===== config.mk =====
export PLATFORM = sky130hd
export DESIGN_NAME = sact_ram
export DESIGN_NICKNAME = d
export VERILOG_FILES = /design/src/hw/rtl/set_assoc_cache_tag_controller_unit_defines.svh /design/src/hw/rtl/sact_ram.sv
export SDC_FILE = /design/constraint.sdc
export NUM_CORES = 1
export LEC_CHECK = 0
export BUFFER_PORTS_ARGS = -buffer_cell sky130_fd_sc_hd__clkbuf_2
export CAP_MARGIN = 20
export CORE_ASPECT_RATIO = 0.7
export CORE_MARGIN = 10
export CORE_UTILIZATION = 35
export CTS_CLUSTER_SIZE = 14
export DETAILED_ROUTE_END_ITERATION = 10
export PLACE_DENSITY = 0.6
export SLEW_MARGIN = 20
export SYNTH_ARGS = -nofsm -noshare
export SYNTH_HDL_FRONTEND = slang
export SYNTH_SLANG_ARGS = --single-unit

===== constraint.sdc =====
create_clock -name clock -period 3.55 [get_ports clock]
set_input_delay 0 -clock clock [delete_from_list [all_inputs] [get_ports clock]]
set_output_delay 0 -clock clock [all_outputs]
set_load 0.02 [all_outputs]

===== src/hw/rtl/set_assoc_cache_tag_controller_unit_defines.svh =====
// Assertion macros used by the cache tag controller unit.
`ifndef SET_ASSOC_CACHE_TAG_CONTROLLER_UNIT_DEFINES_SVH
`define SET_ASSOC_CACHE_TAG_CONTROLLER_UNIT_DEFINES_SVH

// Implication checked on every rising edge outside reset.
`define SACT_ASSERT_IMP(label, clk, rst, ante, cons, msg) \
   label: assert property (@(posedge clk) disable iff (rst) (ante) |-> (cons)) \
      else $error(msg);

// Next-cycle implication checked on every rising edge outside reset.
`define SACT_ASSERT_NXT(label, clk, rst, ante, cons, msg) \
   label: assert property (@(posedge clk) disable iff (rst) (ante) |=> (cons)) \
      else $error(msg);

`endif


===== src/hw/rtl/sact_ram.sv =====
// ----------------------------------------------------------------------------
// sact_ram
// Generic single-port synchronous RAM with a registered read.
// ----------------------------------------------------------------------------
module sact_ram #(
   parameter int unsigned WIDTH = 8,
   parameter int unsigned DEPTH = 16
) (
   input  logic                     clock,
   input  logic                     wr_en,
   input  logic [$clog2(DEPTH)-1:0] addr,
   input  logic [WIDTH-1:0]         wr_data,
   output logic [WIDTH-1:0]         rd_data
);
   logic [WIDTH-1:0] mem [DEPTH];

   always_ff @(posedge clock) begin
      if (wr_en) begin
         mem[addr] <= wr_data;
      end
      rd_data <= mem[addr];
   end
endmodule


Word-level counts from Yosys, hierarchy flattened:

Memories as Yosys holds them, arrays and structs flattened. A register that Yosys moved wholly into a read port is not among the register bits.
Index checks and enable logic that the tools add are counted.

* flip-flop bits (word level): 0
* bits in latches: 0
* bits in writable memories: 128
* ROM bits: 0
* input bits: 14
* output and inout port bits: 8
* memories: 1

* $add $sub $neg: 0
* multipliers: 0
* divide/modulo/power cells: 0
* magnitude comparators: 0
* equal/unequal tests: 0
* shift operators: 0
* mux-type cells: 2
* bitwise logic cells: 0
* reduce and logical (&&, ||, !) cells: 0

Memories
* mem: depth 16, bits a word 8, rd ports 1, clocked after Yosys merged registers in 1, write ports 1, line sact_ram.sv:15 `logic [WIDTH-1:0] mem [DEPTH];`

Operators with widths (number)
* 1-bit 2-to-1 mux: 2

Longest topological paths before layout:

Gate-level depths: netlist of run 1.

* word-level depth: 2
* depth in mapped cells: 5
* mapped depth without buffers: 3

Worst setup path after synthesis of run 1:

OpenSTA, ideal clock, no wires.

* path kind: input port to flip-flop
* start: input addr[2]
* end: memory mem[0][0] (enable)
* library setup time: 0.383 ns
* arrival: 1.110 ns
* slack: 2.057 ns
* cell stages on the path: 2
* path through: or3b_2 nor3_1

RTL lines
* start: declaration: line sact_ram.sv:11 `input logic [$clog2(DEPTH)-1:0] addr,`
* end: declaration: line sact_ram.sv:15

No word-level cell before the write port.

Worst setup path after layout of run 1:

* start: input addr[0]
* end: memory mem[4][3] (enable)

No word-level cell before the write port.

==> out/results.txt, run 1 <==
Avg Inst Size Synth - 22.03 um^2
PortBufs - 21
Psw - 719.4 uW
Maximum VDD drop - 0.3040 mV
Critical path depth - 4
Top Ports - 22
Avg WL per Cell - 22.04 um
Crit path largest cell delay - 0.65 ns
Final count of pins violating max slew - 0
Global-route wire length before repair - 15.30 mm
Yosys reg bits - 136
Worst skew pair latency - 0.40 ns
WP data required - 3.66 ns
Hold violation count in the final report - 0
Std-Cell Rows - 36
Hold/Removal Path Class - primary input to flip-flop
# setup viols final - 0
Setup Crit Path Kind - primary input to flip-flop
Dpl hpwl - 6.600 mm
Max clock buf depth - 2
Largest net degree at the start of global routing - 30
Final worst-path cycle share - 0.5010
Post-DRT Antenna Nets - 0
Post-synth EDFFs - 128
Critical path's slowest cell - nor3_1
CTS tree - done
Setup tns final - 0 ns
CTS sink cnt - 136
Slew HR - 0.3174
Fillcell total - 1235
Core footprint - 14050 um^2
PD cells - 614.5 nW/um^2
R2R cell count - 3
Switching Share - 0.1964
Fmax - 0.5623 GHz
Die Area - 19770 um^2
Worst Setup Start Kind - primary input
Drt pass-1 iters - 5
Via density per instance - 5.157
DRT iter0 DRCs - 281
Hold buffers post-CTS - 0
Most used DFF post-synth - edfxtp_1
DIE HEIGHT - 120.7 um
Number of global-route vias before repair - 2455
Share of layout cells above drive strength 1 - 0.3080
WHS Path Cells - 1
Antenna diode count - 0
Layout area overhead - 17.61%
Hold WS - 0.02529 ns
Final GP Congestion - 0.7355
# resized after CTS - 0
Synthesized cell area - 5067 um^2
Worst Path Arrival - 1.89 ns
GRT Total Usage - 0.1080
Most used cell, CP - buf_4
CP cell instances - clkbuf_2 > buf_4 > nor3_1 > buf_4
Via count - 2403
Period minus WS final - 1.779 ns
Clock Power Share - 0.458
Initial Util - 0.3606
Outcome - complete, no violations
CTS Root Cell - clkbuf_16
Async set-reset flop share out of synthesis - 0
Critical path endpoint category - flip-flop
CTS clk-pin slew, worst paths - 0.05 ns
Gr ovfl total - 0
RSZ-0062 raised after global routing - no
Maxcap violations - 0
DRC Markers - 0
Int Power - 2.943 mW
Actual slew at the worst max-slew pin - 1.020 ns
Top Family by Delay on Critical Path - buffers and inverters
Final net count - 279
Crit path max fanout - 27
Total CTS buffers - 17
Initial antenna violation count - 0
Buf+Inv Stages, Crit Path - 3
Pleak - 1.923 nW
H-Tree Depth - 4
Total routed wirelength - 10.27 mm
Multi-input logic area - 1003 um^2
Clock skew - 0.006455 ns
Sequential cell area - 4004 um^2
Seq pwr share - 0.493
Combinational power share - 0.048
Synth warnings - 0
Synth cell types - 18
Postcts setup bufs - 0
Sequential area share after synthesis - 0.7901
Die width - 163.8 um
Syn_nets - 244
Count of mapped cells out of synthesis - 230
## stage by stage
step | utilization | std cells | power [mW] | worst slack, ns | instance area [um^2]
floorplan | - | 230 | 1.942 | 2.057 | 5067
global placement | 0.3839 | 436 | 2.013 | 1.358 | 5395
detailed placement | 0.3839 | 436 | 2.018 | 1.324 | 5395
CTS | 0.4241 | 466 | 3.680 | 1.748 | 5959
global route | 0.4241 | 466 | 3.784 | 1.633 | 5959
finish | 0.4241 | 466 | 3.662 | 1.771 | 5959
## state kept, by name (all words and copies together), names as in the netlist
name and cells:
mem 128, rd_data 8
## power by group through the flow
stage / combinational, mW / sequential (mW) / clock [mW]
floorplan: 0.0925 / 1.85 / 0
global placement: 0.175 / 1.84 / 0
detailed placement: 0.179 / 1.84 / 0
CTS: 0.179 / 1.81 / 1.69
global route: 0.192 / 1.81 / 1.78
finish: 0.177 / 1.81 / 1.68
## path summary, 6_finish.rpt
| check | startpoint | end | slack [ns] |
|---|---|---|---|
| setup / recovery | addr[0] | mem[4][3]$_DFFE_PP_ | 1.77 |
| hold / removal | wr_data[6] | mem[15][6]$_DFFE_PP_ | 0.03 |
| setup reg to reg | mem[1][7]$_DFFE_PP_ | rd_data[7]$_DFF_P_ | 2.11 |
| hold reg to reg | mem[15][5]$_DFFE_PP_ | rd_data[5]$_DFF_P_ | 0.70 |
## layout make-up
class                           instances  share of cell area
Clock inverter                         12             0.02267
Tap cell                              190             0.03989
Timing Repair Buffer                   27             0.02519
Sequential cell                       136              0.6718
Clock buffer                           18             0.07201
Multi-Input combinational cell         83              0.1684
## layout by cell type (no fill, tap or decap)
cell	n
bufinv_16	3
nand2b_1	2
nor2_1	13
clkbuf_1	1
dfxtp_1	8
mux4_2	32
nand2_1	9
nor3_1	4
nand3b_1	2
clkbuf_2	21
or3b_2	1
clkinv_1	4
nor2b_1	2
a22oi_1	16
clkinvlp_4	2
edfxtp_1	128
clkinv_2	3
buf_4	6
and2_1	1
clkbuf_16	17
nand3_1	1
## metal layers
layer  part of all wire  GRT usage  vias up
met3              0.080    0.03288       10
met2               0.44     0.1455       92
met4             0.0081    0.03675        0
li1                   -          -     1032
met5                  0          0        -
met1               0.47     0.1604     1269
## cells by family after synthesis
kind of cell | share of synthesized area
mux | 0.1422
buf+inv | 0.01185
compound gates | 0.02370
flops | 0.7901
simple gates | 0.03210
## worst reg2reg max path: cells and delay by family (launching register included)
family           cells  cell delay (ns)
multiplexers         1             0.46
flip-flops           1             0.38
AO/OA/AOI/OAI        1             0.27
AND/OR/NAND/NOR      1             0.18
## cell usage after synthesis, types with 4 or more instances
| cell | instances | share of area |
|---|---|---|
| nor3_1 | 4 | 0.0040 |
| nor2_1 | 13 | 0.0096 |
| nand2_1 | 9 | 0.0067 |
| dfxtp_1 | 8 | 0.032 |
| buf_1 | 4 | 0.0030 |
| mux4_2 | 32 | 0.14 |
| edfxtp_1 | 128 | 0.76 |
| a22oi_1 | 16 | 0.024 |
Power figures use the tool's default switching activity.
==> run 2: changes to the inputs <==
--- a/config.mk
+++ b/config.mk
@@ -12,7 +12,7 @@
 export CORE_UTILIZATION = 35
 export CTS_CLUSTER_SIZE = 14
 export DETAILED_ROUTE_END_ITERATION = 10
-export PLACE_DENSITY = 0.6
+export PLACE_DENSITY = 0.62
 export SLEW_MARGIN = 20
 export SYNTH_ARGS = -nofsm -noshare
 export SYNTH_HDL_FRONTEND = slang
==> constraint.sdc (replaced) <==
create_clock -name clock -period 1.5 [get_ports clock]
set_input_delay 0 -clock clock [delete_from_list [all_inputs] [get_ports clock]]
set_output_delay 0 -clock clock [all_outputs]
set_load 0.02 [all_outputs]
==> run 2 against run 1 <==
  * Sequential cell count unchanged
  * Routed wire length increased by 0.57%
  * Via count is 1.6% higher
  * Clock power grew to 2.6 times the previous value
  * Core utilization is 1.9 points higher
  * Design area increased by 4.6%
  * Critical path depth fell by 1
  * First-iteration DRC count is 24% lower
  * Power grew 150%
  * Count of clock-buffer cells in the layout is 1 lower
  * Critical path type is now flip-flop to flip-flop
  * Critical endpoint is now rd_data[1]$_DFF_P_
  * Largest cell class unchanged
==> out/results.txt, run 2 (synthesis results as in run 1) <==
H-Tree Depth - 4 (unchanged)
Buf+Inv Stages, Crit Path - 0 (-3)
Gr ovfl total - 0 (unchanged)
Critical path endpoint category - flip-flop
Hold WS - 0.02308 ns (-0.002201 ns)
Pleak - 2.080 nW (+8.2%)
Hold buffers post-CTS - 0 (unchanged)
Largest net degree at the start of global routing - 24 (-20%)
Final worst-path cycle share - 0.9628
Critical path depth - 3 (-1)
CP endpoint - rd_data[1]$_DFF_P_
DRC Markers - 0 (unchanged)
Top Family by Delay on Critical Path - multiplexers
Inst Count DP - 458 (+5.0%)
Max FFs per register - 128 (unchanged)
RR Startpoint - mem[0][1]$_DFFE_PP_
Uppermost layer routed - met4
Via count - 2442 (+1.6%)
DR WL met2 - 4.732 mm (+5.2%)
Antenna diode count - 0 (unchanged)
Die width - 163.8 um (unchanged)
PD cells - 1468 nW/um^2 (+140%)
Final Util - 0.4434 (+0.01932)
Avg WL per Cell - 21.08 um (-4.4%)
CTS clk-pin slew, worst paths - 0.06 ns (about the same)
Commonest non-fill, non-tap cell in the layout - edfxtp_1
Crit path largest cell delay - 0.48 ns (-0.17 ns)
Final count of pins violating max slew - 0 (unchanged)
Setup Crit Path Kind - flip-flop to flip-flop
Most frequent cells in the layout - edfxtp_1, mux4_2, buf_4
Hold/Removal Path Class - primary input to flip-flop
Global-route wire length before repair - 16.05 mm (+4.9%)
Actual slew at the worst max-slew pin - 0.8288 ns (-0.1913 ns)
# resized after CTS - 0 (unchanged)
Initial antenna violation count - 0 (unchanged)
Worst Setup Start Kind - flip-flop
Total routed wirelength - 10.33 mm (+0.57%)
Number of global-route vias before repair - 2608 (+6.2%)
Final GP Congestion - 0.7124 (-3.1%)
Min setup slack post-route - 0.05578 ns (-1.716 ns)
Reg2reg end - rd_data[1]$_DFF_P_
Outcome - complete, no violations
# setup viols final - 0 (unchanged)
Worst skew pair latency - 0.41 ns (about the same)
Critical path's slowest cell - mux4_2
Hold violation count in the final report - 0 (unchanged)
GRT Total Usage - 0.1121 (+0.004105)
Die Area - 19770 um^2 (unchanged)
Fmax - 0.6924 GHz
Slew HR - 0.4463 (+0.1289)
Post-DRT Antenna Nets - 0 (unchanged)
Metal3 WL - 726 um (-11%)
Postcts setup bufs - 0 (unchanged)
PortBufs - 21 (unchanged)
Largest registers - mem (128), rd_data (8)
Top Ports - 22 (unchanged)
WP data required - 1.79 ns (-1.87 ns)
Place WS - -0.04149 ns (-1.366 ns)
Max clock buf depth - 2 (unchanged)
Fillcell total - 1219 (-1.3%)
Worst setup startpoint - mem[0][1]$_DFFE_PP_
Met1 Wirelength - 4.717 mm (-3.1%)
Clock skew - 0.006364 ns (-0.00009146 ns)
Final net count - 301 (+7.9%)
RSZ-0062 raised after global routing - no
Layout area overhead - 22.96%
Initial Util - 0.3606 (unchanged)
Core footprint - 14050 um^2 (unchanged)
Crit path max fanout - 1 (-96%)
DIE HEIGHT - 120.7 um (unchanged)
CP cell instances - mux4_2 > a22oi_1 > nand2_1
Share of layout cells above drive strength 1 - 0.3733 (+0.06536)
CTS Root Cell - clkbuf_16
Via density per instance - 4.984 (-3.4%)
Flop2flop setup slack - 0.06 ns (-2.05 ns)
Overall power - 9.145 mW (+150%)
Top reg by flops - mem
R2R cell count - 3 (unchanged)
Post-Layout Cell Count - 490 (+5.2%)
CTS sink cnt - 136 (unchanged)
Std-Cell Rows - 36 (unchanged)
Dpl hpwl - 6.905 mm (+4.6%)
Total CTS buffers - 17 (unchanged)
CTS tree - done
DRT iter0 DRCs - 213 (-24%)
Drt pass-1 iters - 4 (-1)
Maximum VDD drop - 0.7063 mV (+130%)
Period minus WS final - 1.444 ns
Maxcap violations - 0 (unchanged)
Worst Path Arrival - 1.73 ns (-0.16 ns)
==> run 2: cell count changes in the layout (fill, tap and decap cells not counted), sizes merged <==
cell / previous run / this run
clkinv: 7 / 6
clkinvlp: 2 / 4
buf: 6 / 28
bufinv: 3 / 5
clkbuf: 39 / 38
==> run 2: per-layer routing <==
metal  vias to the layer above  track usage
met5                         -            0
met4                         0      0.04955
met3                        16      0.03390
met2                        67       0.1653
met1                      1279       0.1502
li1                       1080            -
==> run 2: where the power goes <==
group | switching [mW] | internal (mW) | leakage [nW] | total, mW
Clock | 1.50 | 2.92 | 0.300 | 4.42
Combinational | 0.260 | 0.184 | 0.557 | 0.444
Sequential | 0.0282 | 4.25 | 1.22 | 4.28
Total | 1.79 | 7.35 | 2.08 | 9.14
==> run 2: metrics by stage <==
| stage | area (um^2) | setup TNS [ns] |
|---|---|---|
| floorplan | 5067 | 0 |
| global placement | 5598 | -0.05093 |
| detailed placement | 5598 | -0.04149 |
| CTS | 6231 | 0 |
| global route | 6231 | 0 |
| finish | 6231 | 0 |
==> run 2: cell type report <==
class | instances | area, um^2 | share of cell area
Multi-Input combinational cell | 83 | 1003 | 0.1610
Sequential cell | 136 | 4004 | 0.6426
Clock inverter | 15 | 207.7 | 0.03333
Tap cell | 190 | 237.7 | 0.03815
Clock buffer | 17 | 425.4 | 0.06827
Timing Repair Buffer | 49 | 352.8 | 0.05663
==> run 2: worst min-delay path by stage <==
stage	start	end	slack [ns]	cells after the start
finish	wr_data[0]	mem[7][0]$_DFFE_PP_	0.02	1
global route	wr_data[0]	mem[7][0]$_DFFE_PP_	0.04	1
CTS	wr_data[0]	mem[7][0]$_DFFE_PP_	0.02	1
detailed placement	rd_data[1]$_DFF_P_	rd_data[1]	0.42	1
global placement	rd_data[1]$_DFF_P_	rd_data[1]	0.42	1
floorplan	wr_data[0]	mem[0][0]$_DFFE_PP_	0.1	0
==> run 2: worst reg2reg max path, stage by stage (launching register included) <==
cell      delay (ns)
edfxtp_1        0.39
mux4_2          0.48
a22oi_1         0.37
nand2_1         0.09
==> run 3: changes to the inputs <==
--- a/config.mk
+++ b/config.mk
@@ -8,7 +8,6 @@
 export BUFFER_PORTS_ARGS = -buffer_cell sky130_fd_sc_hd__clkbuf_2
 export CAP_MARGIN = 20
 export CORE_ASPECT_RATIO = 0.7
-export CORE_MARGIN = 10
 export CORE_UTILIZATION = 35
 export CTS_CLUSTER_SIZE = 14
 export DETAILED_ROUTE_END_ITERATION = 10
==> run 3 against run 2 <==
  * Clock power is 19% lower
  * Sequential cell count stayed put
  * Count of clock-buffer cells in the layout stayed put
  * Design area is 1.7% lower
  * Critical path depth stayed put
  * Fmax is 12% higher
  * Sequential power hardly changed
  * Power is 9.4% lower
  * Critical path type unchanged
  * Critical endpoint is now rd_data[7]$_DFF_P_
==> out/results.txt, run 3 (synthesis results as in run 1) <==
Final GP Congestion - 0.7603 (+6.7%)
Dpl hpwl - 6.580 mm (-4.7%)
PD cells - 1353 nW/um^2 (-7.8%)
Most frequent cells in the layout - edfxtp_1, mux4_2, buf_4
CTS Root Cell - clkbuf_16
Critical path depth - 3 (unchanged)
Setup tns final - 0 ns (unchanged)
Critical path endpoint category - flip-flop
CP endpoint - rd_data[7]$_DFF_P_
Clock skew - 0.009778 ns (+0.003414 ns)
Final instance area - 6126 um^2 (-1.7%)
Metal3 WL - 890 um (+23%)
Via density per instance - 4.969 (-0.29%)
Uppermost layer routed - met4
Hold buffers post-CTS - 0 (unchanged)
DIE HEIGHT - 102.7 um (-15%)
Maxcap violations - 0 (unchanged)
# setup viols final - 0 (unchanged)
Largest registers - mem (128), rd_data (8)
Reg2reg end - rd_data[7]$_DFF_P_
Largest net degree at the start of global routing - 40 (+67%)
Placed instance area - 5613 um^2 (+0.27%)
DRT iter0 DRCs - 230 (+8.0%)
Final count of pins violating max slew - 0 (unchanged)
Final net count - 303 (+0.66%)
Hold/Removal Path Class - primary input to flip-flop
Drt pass-1 iters - 4 (unchanged)
Buf+Inv Stages, Crit Path - 0 (unchanged)
GRT Total Usage - 0.1495 (+0.03741)
RR Startpoint - mem[0][7]$_DFFE_PP_
WP data required - 1.80 ns (about the same)
Via count - 2440 (-0.082%)
Flop2flop setup slack - 0.20 ns (+0.15 ns)
CTS sink cnt - 136 (unchanged)
Actual slew at the worst max-slew pin - 0.3779 ns (-0.4509 ns)
Crit path largest cell delay - 0.47 ns (about the same)
Core footprint - 14010 um^2 (-0.32%)
H-Tree Depth - 4 (unchanged)
Top Ports - 22 (unchanged)
Share of layout cells above drive strength 1 - 0.3721 (-0.001240)
Post-Layout Cell Count - 491 (+0.20%)
Setup Crit Path Kind - flip-flop to flip-flop
Die Area - 14970 um^2 (-24%)
Pleak - 2.025 nW (-2.7%)
Die width - 145.8 um (-11%)
Global-route wire length before repair - 15.11 mm (-5.8%)
Met1 Wirelength - 4.769 mm (+1.1%)
Initial antenna violation count - 0 (unchanged)
Total CTS buffers - 17 (unchanged)
Slew HR - 0.7480 (+0.3017)
Maximum VDD drop - 0.7778 mV (+10%)
Gr ovfl total - 0 (unchanged)
Hold violation count in the final report - 0 (unchanged)
Outcome - complete, no violations
Avg WL per Cell - 20.38 um (-3.3%)
Top Family by Delay on Critical Path - multiplexers
Worst setup startpoint - mem[0][7]$_DFFE_PP_
Layout area overhead - 20.89%
Place WS - 0.1429 ns (+0.1844 ns)
CP cell instances - mux4_2 > a22oi_1 > nand2_1
Period minus WS final - 1.295 ns (-0.1490 ns)
Worst Path Arrival - 1.60 ns (-0.13 ns)
Worst Setup Start Kind - flip-flop
Top reg by flops - mem
Inst Count DP - 460 (+0.44%)
Postcts setup bufs - 0 (unchanged)
Min setup slack post-route - 0.2047 ns (+0.1490 ns)
DR WL met2 - 4.196 mm (-11%)
Initial Util - 0.3617 (+0.001159)
R2R cell count - 3 (unchanged)
Max clock buf depth - 2 (unchanged)
Antenna diode count - 0 (unchanged)
Critical path's slowest cell - mux4_2
Number of global-route vias before repair - 2480 (-4.9%)
Worst skew pair latency - 0.42 ns (about the same)
Commonest non-fill, non-tap cell in the layout - edfxtp_1
Max FFs per register - 128 (unchanged)
CTS clk-pin slew, worst paths - 0.06 ns (about the same)
Crit path max fanout - 1 (unchanged)
Final worst-path cycle share - 0.8635 (-0.09931)
CTS tree - done
Total routed wirelength - 10.01 mm (-3.1%)
DRC Markers - 0 (unchanged)
Std-Cell Rows - 36 (unchanged)
Fmax - 0.7720 GHz (+12%)
PortBufs - 21 (unchanged)
# resized after CTS - 0 (unchanged)
RSZ-0062 raised after global routing - no
Post-DRT Antenna Nets - 0 (unchanged)
[run 3: changes by cell type in the layout (fill, tap and decap cells not counted)]
cell / before / now
bufinv_16: 5 / 0
clkinvlp_4: 4 / 7
buf_4: 25 / 27
clkinv_1: 2 / 3
clkinv_2: 4 / 3
clkinv_4: 0 / 1
[run 3: per-layer routing]
metal	vias to the layer above	global-route usage
met5	-	0
met4	0	0.06964
met3	15	0.05531
met2	94	0.2061
met1	1248	0.2103
li1	1083	-
[run 3: how the worst min path moves through the flow]
stage,start,endpoint,slack (ns),depth (start not counted)
after floorplan,wr_data[0],mem[0][0]$_DFFE_PP_,0.1,0
after global placement,rd_data[4]$_DFF_P_,rd_data[4],0.42,1
after detailed placement,rd_data[1]$_DFF_P_,rd_data[1],0.42,1
after CTS,wr_data[2],mem[11][2]$_DFFE_PP_,0.004,1
after global routing,wr_data[7],mem[14][7]$_DFFE_PP_,0.03,1
final,wr_data[2],mem[11][2]$_DFFE_PP_,0.006,1
[run 3: stage by stage]
| stage | hold slack, ns | total power, mW | util |
|---|---|---|---|
| floorplan | 0.09887 | 4.597 | - |
| global placement | 0.4246 | 4.799 | 0.4007 |
| detailed placement | 0.4218 | 4.810 | 0.4007 |
| CTS | 0.003808 | 8.372 | 0.4373 |
| global route | 0.02693 | 8.575 | 0.4373 |
| finish | 0.005877 | 8.290 | 0.4373 |
[run 3: area by class of cell]
class	instances	area, um^2
repair buffers	51	367.9
clock buffers	17	425.4
fillers	1194	7883
clock inverters	14	87.58
well taps	190	237.7
multi-input cells	83	1003
flip-flops and latches	136	4004
[run 3: where the power goes]
part	leakage, nW	switching (mW)	internal (mW)
sequential	1.22	0.0335	4.25
combinational	0.570	0.253	0.183
clock	0.231	1.50	2.06
total	2.02	1.79	6.50
